File: src/rtl/lwkd_ram.sv
// Generic simple dual-port RAM: one write port, one read port, registered read.
// Depends on nothing.
module lwkd_ram #(
    parameter int WIDTH = 8,
    parameter int DEPTH = 256
) (
    input  logic                     i_clk,
    input  logic                     i_wr_en,
    input  logic [$clog2(DEPTH)-1:0] i_wr_addr,
    input  logic [WIDTH-1:0]         i_wr_data,
    input  logic                     i_rd_en,
    input  logic [$clog2(DEPTH)-1:0] i_rd_addr,
    output logic [WIDTH-1:0]         o_rd_data
);

    logic [WIDTH-1:0] r_mem [DEPTH];
    logic [WIDTH-1:0] r_rd_data;

    always_ff @(posedge i_clk) begin
        if (i_wr_en) begin
            r_mem[i_wr_addr] <= i_wr_data;
        end
        if (i_rd_en) begin
            r_rd_data <= r_mem[i_rd_addr];
        end
    end

    assign o_rd_data = r_rd_data;

endmodule

File: config.mk
export PLATFORM = sky130hd
export DESIGN_NAME = lwkd_ram
export DESIGN_NICKNAME = d
export VERILOG_FILES = /design/src/rtl/lwkd_ram.sv
export SDC_FILE = /design/constraint.sdc
export NUM_CORES = 2
export LEC_CHECK = 0
export BUFFER_PORTS_ARGS = -buffer_cell sky130_fd_sc_hd__buf_2
export CAP_MARGIN = 20
export CORE_ASPECT_RATIO = 0.8
export CORE_MARGIN = 2
export CORE_UTILIZATION = 45
export DETAILED_ROUTE_END_ITERATION = 8
export GPL_TIMING_DRIVEN = 0
export HOLD_SLACK_MARGIN = 0.02
export PLACE_DENSITY_LB_ADDON = 0.2
export SYNTH_ARGS = -nofsm -noshare
export SYNTH_HDL_FRONTEND = slang
export SYNTH_SLANG_ARGS = --single-unit
export TNS_END_PERCENT = 100
File: constraint.sdc
create_clock -name i_clk -period 6.4 [get_ports i_clk]
set_input_delay 1.28 -clock i_clk [delete_from_list [all_inputs] [get_ports i_clk]]
set_output_delay 1.28 -clock i_clk [all_outputs]
set_load 0.005 [all_outputs]
==> metrics.md <==
| Metric | Value |
|---|---|
| Status | completed |
| Clock slew at reported path FFs | 0.06 ns |
| Commonest non-fill, non-tap cell in the layout | edfxtp_1 |
| Start point of the worst min-delay path | i_wr_data[5] |
| # rows | 138 |
| # port buffers | 27 |
| WL final | 248,000 microns |
| Register bit total from synthesis | 2,056 |
| Skew-Pair Late Insertion Delay | 0.85 ns |
| Htree depth | 4 |
| Synthesized area | 79,600 sq um |
| Slowest CP cell | clkbuf_1 |
| Crit path from | i_rd_addr[1] |
| Syn Nets | 3,760 |
| Crit Path Max Fanout | 10 |
| Placed Area | 83,500 sq um |
| Yosys warning total | 0 |
| Largest net degree at the start of global routing | 155 |
| WP buf/inv | 5 |
| Cells after Synth | 3,733 |
| Top cell by count, worst path | buf_2 |
| DRT Pass-1 Iters | 5 |
| Slew margin rel. | 13.0% |
| CTS buffer count | 192 |
| Via/cell ratio | 6.35 |
| Hold buffer count at CTS | 0 |
| Max frequency | 194 MHz |
| Worst R2R Start | r_mem[137][4]$_DFFE_PP_ |
| Initial Util | 45.2% |
| GP Congestion | 0.943 |
| Worst-case clock buffer depth | 3 |
| Final clock skew | 0.0309 ns |
| Slowest stage delay, CP | 0.95 ns |
| WS Path Type | input pin to register |
| Num ports | 35 |
| Wire per inst | 37.9 microns |
| Hpwl dp | 165,000 microns |
| CORE AREA | 176,000 sq um |
| Worst slew pin tran | 1.30 ns |
| Layout area overhead | 12.6% |
| Synth top area share | 77.5% |
| Setup-failing EPs final | 0 |
| Post-CTS setup buffers | 0 |
| Chip height | 380 microns |
| DR vias | 41,500 |
| CTS Sinks | 2,056 |
| TritonCTS clock tree | yes |
| # resized after CTS | 0 |
| First-pass GRT wire length | 335,000 microns |
| Fin cells | 6,541 |
| Hold Vio Cnt, Final | 0 |
| Vias in the first global route | 39,700 |
| Syn avg cell area | 21.3 sq um |
| Post-route ant nets | 0 |
| Final Max Slew Viols | 0 |
| Total die area | 180,000 sq um |
| Die X | 474 microns |
| Cell taking the most area after synthesis | edfxtp_1 |
| Final min period | 5.15 ns |
| Part of the cycle the worst path needs | 80.4% |
| Initial antenna violation count | 30 |
| Iter 0 DRT Violations | 6,744 |
| HP Class | input pin to register |
| DRC Markers | 0 |
| Seq/Total Area, Yosys | 77.5% |
| Peak VDD IR | 0.000278 V |
| Critical path's top delay family | buffers and inverters |
| Dpl cells | 6,175 |
| Static leakage | 27.5 nW |
| Startpoint Class | input pin |
| Pwr Density | 310 nW/um^2 |
| All-Layer GR Usage | 27.5% |
| Synth top area cells | edfxtp_1, mux4_2, mux2i_1 |
| Layout Nets | 4,024 |
| WP data required | 6.99 ns |
| Critical path cell sequence | buf_2, buf_4, buf_2, clkbuf_1, nor2_1, a22oi_1, a31oi_1, nor4_1, nor4_1, buf_2 |
| Setup crit end kind | register |
| Cell area after layout | 89,600 sq um |
| Share of cells above drive strength 1 | 21.8% |
| Most frequent cells in the layout | edfxtp_1, mux4_2, nor2_1 |
| Synth cell types | 54 |
| Final core utilization | 50.8% |
| Clk root buf | clkbuf_16 |
| RSZ-0062 raised after global routing | no |
| Grt total ovfl | 0 |
| Max Cap Viol | 0 |
| WP data arrival | 5.74 ns |
[report_power, final]
part / switching [W] / leakage [nW] / internal [W]
Combinational: 0.00113 / 6.04 / 0.000498
Sequential: 0.00000768 / 18.5 / 0.0148
Clock: 0.00506 / 2.93 / 0.00620
[per-stage QoR]
stage	hold slack (ns)	power [W]	setup slack (ns)	TNS [ns]
CTS	0.665	0.0278	1.39	0
detailed placement	1.42	0.0167	0.507	0
floorplan	0.864	0.0159	3.04	0
global placement	1.59	0.0167	-0.154	-0.298
global route	0.702	0.0283	1.38	0
finish	0.704	0.0277	1.25	0
[layer usage]
| metal | vias up | global-route usage [%] | routed length [microns] |
|---|---|---|---|
| met5 | - | 0 | 227 |
| met4 | 30 | 9.24 | 8730 |
| met3 | 449 | 8.28 | 29500 |
| met2 | 2496 | 39.2 | 108000 |
| met1 | 22300 | 40.4 | 101000 |
| li1 | 16300 | - | - |
[sequential cells by signal, indices dropped and copies added (netlist names)]
register	flops
o_rd_data	8
r_mem	2048
[cell usage after synthesis, drive strengths merged]
cell / n
a2111oi: 5
a211oi: 16
a21boi: 1
a21oi: 96
a221oi: 14
a22o: 8
a22oi: 133
a311oi: 2
a31oi: 2
and2: 6
and3: 1
and3b: 2
buf: 122
clkbuf: 111
clkinv: 1
edfxtp: 2056
inv: 1
mux2: 1
mux2i: 134
mux4: 456
nand2: 33
nand2b: 8
nand3: 34
nand3b: 2
nand4: 10
nor2: 282
nor2b: 31
nor3: 22
nor3b: 1
nor4: 27
nor4b: 1
o211ai: 10
o21ai: 12
o221ai: 47
o22a: 5
o22ai: 28
o311ai: 1
o32ai: 5
or2: 4
or2b: 1
or3b: 1
[final timing paths]
| check | cells past startpoint | to | slack (ns) |
|---|---|---|---|
| setup reg to reg | 6 | o_rd_data[4]$_DFFE_PP_ | 2.89 |
| hold / removal | 1 | r_mem[55][5]$_DFFE_PP_ | 0.70 |
| setup / recovery | 10 | o_rd_data[3]$_DFFE_PP_ | 1.25 |
| hold reg to reg | 7 | o_rd_data[3]$_DFFE_PP_ | 1.50 |
[kinds of logic after synthesis]
family	share of synthesized area (%)
muxes	14.6
DFF	77.5
buffers and inverters	1.83
AOI/OAI and AO/OA	3.42
and+or+nand+nor	2.63
[layout make-up]
cell class              count  area, sq um
diodes                      6         15.0
plain buffers             233         1480
clock buffers             252         5160
clock inverters           100          882
fillers                 14000        86600
inverters                   2         7.51
multi-input cells        1442        16400
flip-flops and latches   2056        61700
well taps                2380         2980
repair buffers             70          947
Power figures use the tool's default switching activity.
