<file path="config.mk">
export PLATFORM = sky130hd
export DESIGN_NAME = lwkd_cnt_tbl
export DESIGN_NICKNAME = d
export VERILOG_FILES = /design/src/rtl/lwkd_pkg.sv /design/src/rtl/lwkd_ram.sv /design/src/rtl/lwkd_cnt_tbl.sv
export SDC_FILE = /design/constraint.sdc
export NUM_CORES = 2
export LEC_CHECK = 0
export BUFFER_PORTS_ARGS = -buffer_cell sky130_fd_sc_hd__buf_4
export CAP_MARGIN = 20
export CELL_PAD_IN_SITES_DETAIL_PLACEMENT = 1
export CELL_PAD_IN_SITES_GLOBAL_PLACEMENT = 1
export CORE_ASPECT_RATIO = 1.2
export CORE_MARGIN = 4
export CORE_UTILIZATION = 49
export DETAILED_ROUTE_END_ITERATION = 7
export PLACE_DENSITY_LB_ADDON = 0.1
export SKIP_CTS_REPAIR_TIMING = 1
export SLEW_MARGIN = 15
export SYNTH_ARGS = -nofsm -noshare
export SYNTH_HDL_FRONTEND = slang
export SYNTH_SLANG_ARGS = --single-unit
export TNS_END_PERCENT = 5
</file>
<file path="constraint.sdc">
create_clock -name i_clk -period 3.51 [get_ports i_clk]
set_input_delay 0.702 -clock i_clk [delete_from_list [all_inputs] [get_ports i_clk]]
set_output_delay 0.702 -clock i_clk [all_outputs]
set_load 0.03 [all_outputs]
</file>
<file path="src/rtl/lwkd_pkg.sv">
// Shared types and constants for the longest k-distinct window block.
// No dependencies; lwkd_cnt_tbl and longest_window_k_distinct import this package.
package lwkd_pkg;

    // Default sizes handed to the top level parameters
    localparam int MAX_LEN_DEF  = 4096;
    localparam int ALPHABET_DEF = 256;

    // Fixed field widths on the ports
    localparam int SYM_IN_W  = 8;
    localparam int CFG_W     = 9;
    localparam int LEN_OUT_W = 13;

    localparam logic [CFG_W-1:0] K_RESET = 9'd2;

    // Sequencer states
    typedef enum logic [2:0] {
        ST_IDLE,    // waiting for a word
        ST_ADD,     // bump count of the new byte
        ST_EV_H,    // fetch oldest byte from history
        ST_EV_C,    // fetch its count
        ST_EV_W,    // decrement it, advance window start
        ST_FIN      // window length, best update, result out
    } t_state;

    // Count table command
    typedef struct packed {
        logic rd;   // read request, data next cycle
        logic wr;   // write request
        logic clr;  // forget every entry (back to zero)
    } t_cnt_ctl;

endpackage

</file>
<file path="src/rtl/lwkd_ram.sv">
// Generic simple dual-port RAM: one write port, one read port, registered read.
// Depends on nothing.
module lwkd_ram #(
    parameter int WIDTH = 8,
    parameter int DEPTH = 256
) (
    input  logic                     i_clk,
    input  logic                     i_wr_en,
    input  logic [$clog2(DEPTH)-1:0] i_wr_addr,
    input  logic [WIDTH-1:0]         i_wr_data,
    input  logic                     i_rd_en,
    input  logic [$clog2(DEPTH)-1:0] i_rd_addr,
    output logic [WIDTH-1:0]         o_rd_data
);

    logic [WIDTH-1:0] r_mem [DEPTH];
    logic [WIDTH-1:0] r_rd_data;

    always_ff @(posedge i_clk) begin
        if (i_wr_en) begin
            r_mem[i_wr_addr] <= i_wr_data;
        end
        if (i_rd_en) begin
            r_rd_data <= r_mem[i_rd_addr];
        end
    end

    assign o_rd_data = r_rd_data;

endmodule

</file>
<file path="src/rtl/lwkd_cnt_tbl.sv">
// Per-value count table: RAM plus one valid bit per entry, so a clear drops all valid bits together.
// Depends on lwkd_pkg and lwkd_ram.
module lwkd_cnt_tbl #(
    parameter int ALPHABET = lwkd_pkg::ALPHABET_DEF,
    parameter int CNT_W    = 13
) (
    input  logic                        i_clk,
    input  logic                        i_rst_n,
    input  lwkd_pkg::t_cnt_ctl          i_ctl,
    input  logic [$clog2(ALPHABET)-1:0] i_rd_addr,
    input  logic [$clog2(ALPHABET)-1:0] i_wr_addr,
    input  logic [CNT_W-1:0]            i_wr_data,
    output logic [CNT_W-1:0]            o_rd_data
);
    import lwkd_pkg::*;

    logic [ALPHABET-1:0] r_valid;
    logic                r_rd_vld;
    logic [CNT_W-1:0]    ram_q;

    lwkd_ram #(
        .WIDTH (CNT_W),
        .DEPTH (ALPHABET)
    ) u_ram (
        .i_clk     (i_clk),
        .i_wr_en   (i_ctl.wr),
        .i_wr_addr (i_wr_addr),
        .i_wr_data (i_wr_data),
        .i_rd_en   (i_ctl.rd),
        .i_rd_addr (i_rd_addr),
        .o_rd_data (ram_q)
    );

    // Valid bits: set on write, all dropped on clear
    always_ff @(posedge i_clk) begin
        if (!i_rst_n || i_ctl.clr) begin
            r_valid <= '0;
        end else if (i_ctl.wr) begin
            r_valid[i_wr_addr] <= 1'b1;
        end
    end

    // Valid flag follows the registered read
    always_ff @(posedge i_clk) begin
        if (i_ctl.rd) begin
            r_rd_vld <= r_valid[i_rd_addr];
        end
    end

    // Never-written entry reads as zero
    assign o_rd_data = r_rd_vld ? ram_q : '0;

endmodule

</file>
==> impl_metrics.json <==
{
  "outcome": "finished, violations left",
  "violations": "setup timing",
  "relSlewSlack": 0.165,
  "synthXorXnorAreaFrac": 0,
  "cts-root-buf": "clkbuf_16",
  "postRouteAntennaNets": 0,
  "netlist.area_leader.share": 0.725,
  "route.detailed.drc": 0,
  "clockBufferDepth": 4,
  "worst_slack_ns": -0.104,
  "drtIter0Drc": 7812,
  "yosysSeqAreaShare": 0.762,
  "io_pins": 47,
  "fillers": 24300,
  "synthDistinctLibCells": 50,
  "cp_slowest_stage_delay_ns": 1.02,
  "setup_tns_ns": -0.104,
  "hold_class": "input port to flop",
  "setup_violations": 1,
  "holdPathStages": 1,
  "vias_per_cell": 6.16,
  "clock_latency_ns": 0.91,
  "critPathMaxFanout": 13,
  "holdCritStartpoint": "i_wr_data[2]",
  "leakage_uw": 0.0527,
  "coreArea_sq_um": 281000,
  "grt_remaining_overflow": 0,
  "postLayoutCoreUtil": 0.573,
  "final_common_cell": "edfxtp_1",
  "grt.total_usage": 0.277,
  "finalHoldViolCount": 0,
  "syn_nets": 6967,
  "peakVddDrop_mv": 0.416,
  "synth.largest_area_cell": "edfxtp_1",
  "syn2layout_area_growth_pct": 16.3,
  "die_area_sq_um": 291000,
  "period_needed_ns": 3.61,
  "initial_utilization": 0.493,
  "worstPathRequired_ns": 4.17,
  "syn_area_sq_um": 138000,
  "total_power_uw": 89300,
  "reg2reg_to": "r_rd_vld",
  "crit_chain": "buf_16 > buf_12 > buf_12 > buf_4 > mux4_2 > mux4_2 > a311oi_1 > buf_4 > o311ai_1 > and3_1",
  "yosys.area_share.simple": 0.0302,
  "grt_pass1_vias": 77300,
  "clock-sinks": 3598,
  "synth_cells": 6933,
  "rsz0062_at_grt": "false",
  "drv_slew": 0,
  "drtPass1Iterations": 6,
  "critical_path_class": "input port to flop",
  "clk_pin_slew_ns": 0.07,
  "post_drt_wl_per_cell_microns": 34.0,
  "r2r.worst_path.cells": 6,
  "timing.critical_path.arrival_ns": 4.27,
  "antenna_found_initial": 20,
  "end_kind": "flop",
  "synth.mux.area_fraction": 0.154,
  "ys_ff_latch": 3598,
  "gp_congestion": 0.845,
  "die_h_microns": 590,
  "cts_tree": "built",
  "synth_top_family_by_area": "multiplexers",
  "grt_max_degree": 116,
  "hpwl_microns": 257000,
  "synth-adder-area-share": 0,
  "ys_warn_count": 0,
  "maxCapViolCount": 0,
  "num_rows": 213,
  "synthFlopType": "edfxtp_1",
  "r2r_slack_ns": 0.11,
  "nets": 7853,
  "synth_edf_count": 3342,
  "cp-start-kind": "input port",
  "max_freq_mhz": 277,
  "cpMaxStageDelayCell": "a311oi_1",
  "final_cell_mix": "edfxtp_1 (3,342), buf_4 (792), nor2_1 (759), mux4_2 (730), mux2i_1 (476)",
  "io_buffer_count": 46,
  "cts_made_buffers": 357,
  "h-tree-depth": 5,
  "pwr_density_cell_nw_per_um2": 555,
  "async_reset_ff_frac": 0,
  "synth_compound_area_frac": 0.0353,
  "post-place-ws_ns": -0.941,
  "cp_top_family": "compound AO/OA/AOI/OAI gates",
  "period_share": 1.03,
  "r2r_start": "r_valid[239]",
  "synth.avg_cell_area_sq_um": 20.0,
  "cp.depth": 10,
  "drive_above_1_share": 0.279,
  "drt-total-wl_microns": 404000,
  "max_slew.worst_pin.slew_ns": 1.24,
  "worstHoldEndpoint": "u_ram.r_mem[105][2]",
  "crit_buf_inv": 5,
  "dieWidth_microns": 493,
  "finalClockSkew_ns": 0.0517,
  "synth_area_leaders": "edfxtp_1 (72%), mux4_2 (12%), dfxtp_1 (3.7%)",
  "num_vias": 73100,
  "grt_pass1_wl_microns": 578000
}
## cells in the mapped netlist, drive strengths merged (4+ instances only)
cell type / number
a211oi: 45
a21oi: 167
a221oi: 24
a22o: 25
a22oi: 31
a311o: 7
a31oi: 5
and2: 19
and3: 5
buf: 223
clkbuf: 194
dfxtp: 256
edfxtp: 3342
inv: 4
mux2: 13
mux2i: 476
mux4: 730
nand2: 53
nand2b: 6
nand3: 28
nand4: 8
nor2: 761
nor2b: 14
nor3: 77
nor4: 13
o21ai: 14
o21ba: 29
o221ai: 180
o22ai: 130
o31ai: 14
or2: 5
or3: 24
## worst max path at each step
stage                       startpoint  slack [ns]                 end
final                     i_rd_addr[0]       -0.10            r_rd_vld
after global routing      i_rd_addr[0]        0.02            r_rd_vld
after CTS                 i_rd_addr[0]        0.01            r_rd_vld
after detailed placement  i_rd_addr[0]       -0.94            r_rd_vld
after global placement    i_rd_addr[0]       -0.95            r_rd_vld
after floorplan           i_rd_addr[0]        0.61  u_ram.o_rd_data[4]
## sequential cells by signal, indices dropped and copies added (netlist names)
name,flops
r_rd_vld,1
r_valid,256
u_ram.o_rd_data,13
u_ram.r_mem,3328
## logic make-up after synthesis
logic type,Yosys count
compound gates,680
buf+inv,421
flops,3598
mux,1219
simple gates,1015
## worst register-to-register path, cell delays in order (launching register included)
cell      delay [ns]
dfxtp_1         0.31
mux4_2          0.49
mux4_2          0.52
a311oi_1        1.02
buf_4           0.25
o311ai_1        0.28
and3_1          0.31
## through the flow
stage | area [sq um] | hold WS [ns] | instances
after floorplan | 138000 | 0.435 | 6933
after global placement | 150000 | 0.443 | 11200
after detailed placement | 150000 | 0.458 | 11200
after CTS | 161000 | 0.173 | 11900
after global routing | 161000 | 0.194 | 11900
final | 161000 | 0.209 | 11900
## power breakdown
group / leakage [uW] / switching (uW) / internal [uW]
logic: 0.0150 / 3190 / 1910
clock network: 0.00554 / 16000 / 21300
registers: 0.0321 / 50.8 / 46900
## cell type report
| type | instances | area [sq um] | share of cell area |
|---|---|---|---|
| tap | 3762 | 4710 | 0.0292 |
| inverter | 4 | 25.0 | 0.000155 |
| multi-input combinational | 2914 | 30500 | 0.190 |
| clock inverter | 173 | 1430 | 0.00888 |
| timing repair buffer | 944 | 8920 | 0.0554 |
| antenna | 6 | 15.0 | 0.0000933 |
| clock buffer | 470 | 9840 | 0.0611 |
| sequential | 3598 | 105000 | 0.655 |
## metal layers
layer | part of all wire | vias up | track usage
li1 | - | 30300 | -
met1 | 0.40 | 39600 | 0.376
met2 | 0.50 | 2721 | 0.465
met3 | 0.062 | 588 | 0.0406
met4 | 0.038 | 2 | 0.0940
met5 | 0.000032 | - | 0
Power figures use the tool's default switching activity.
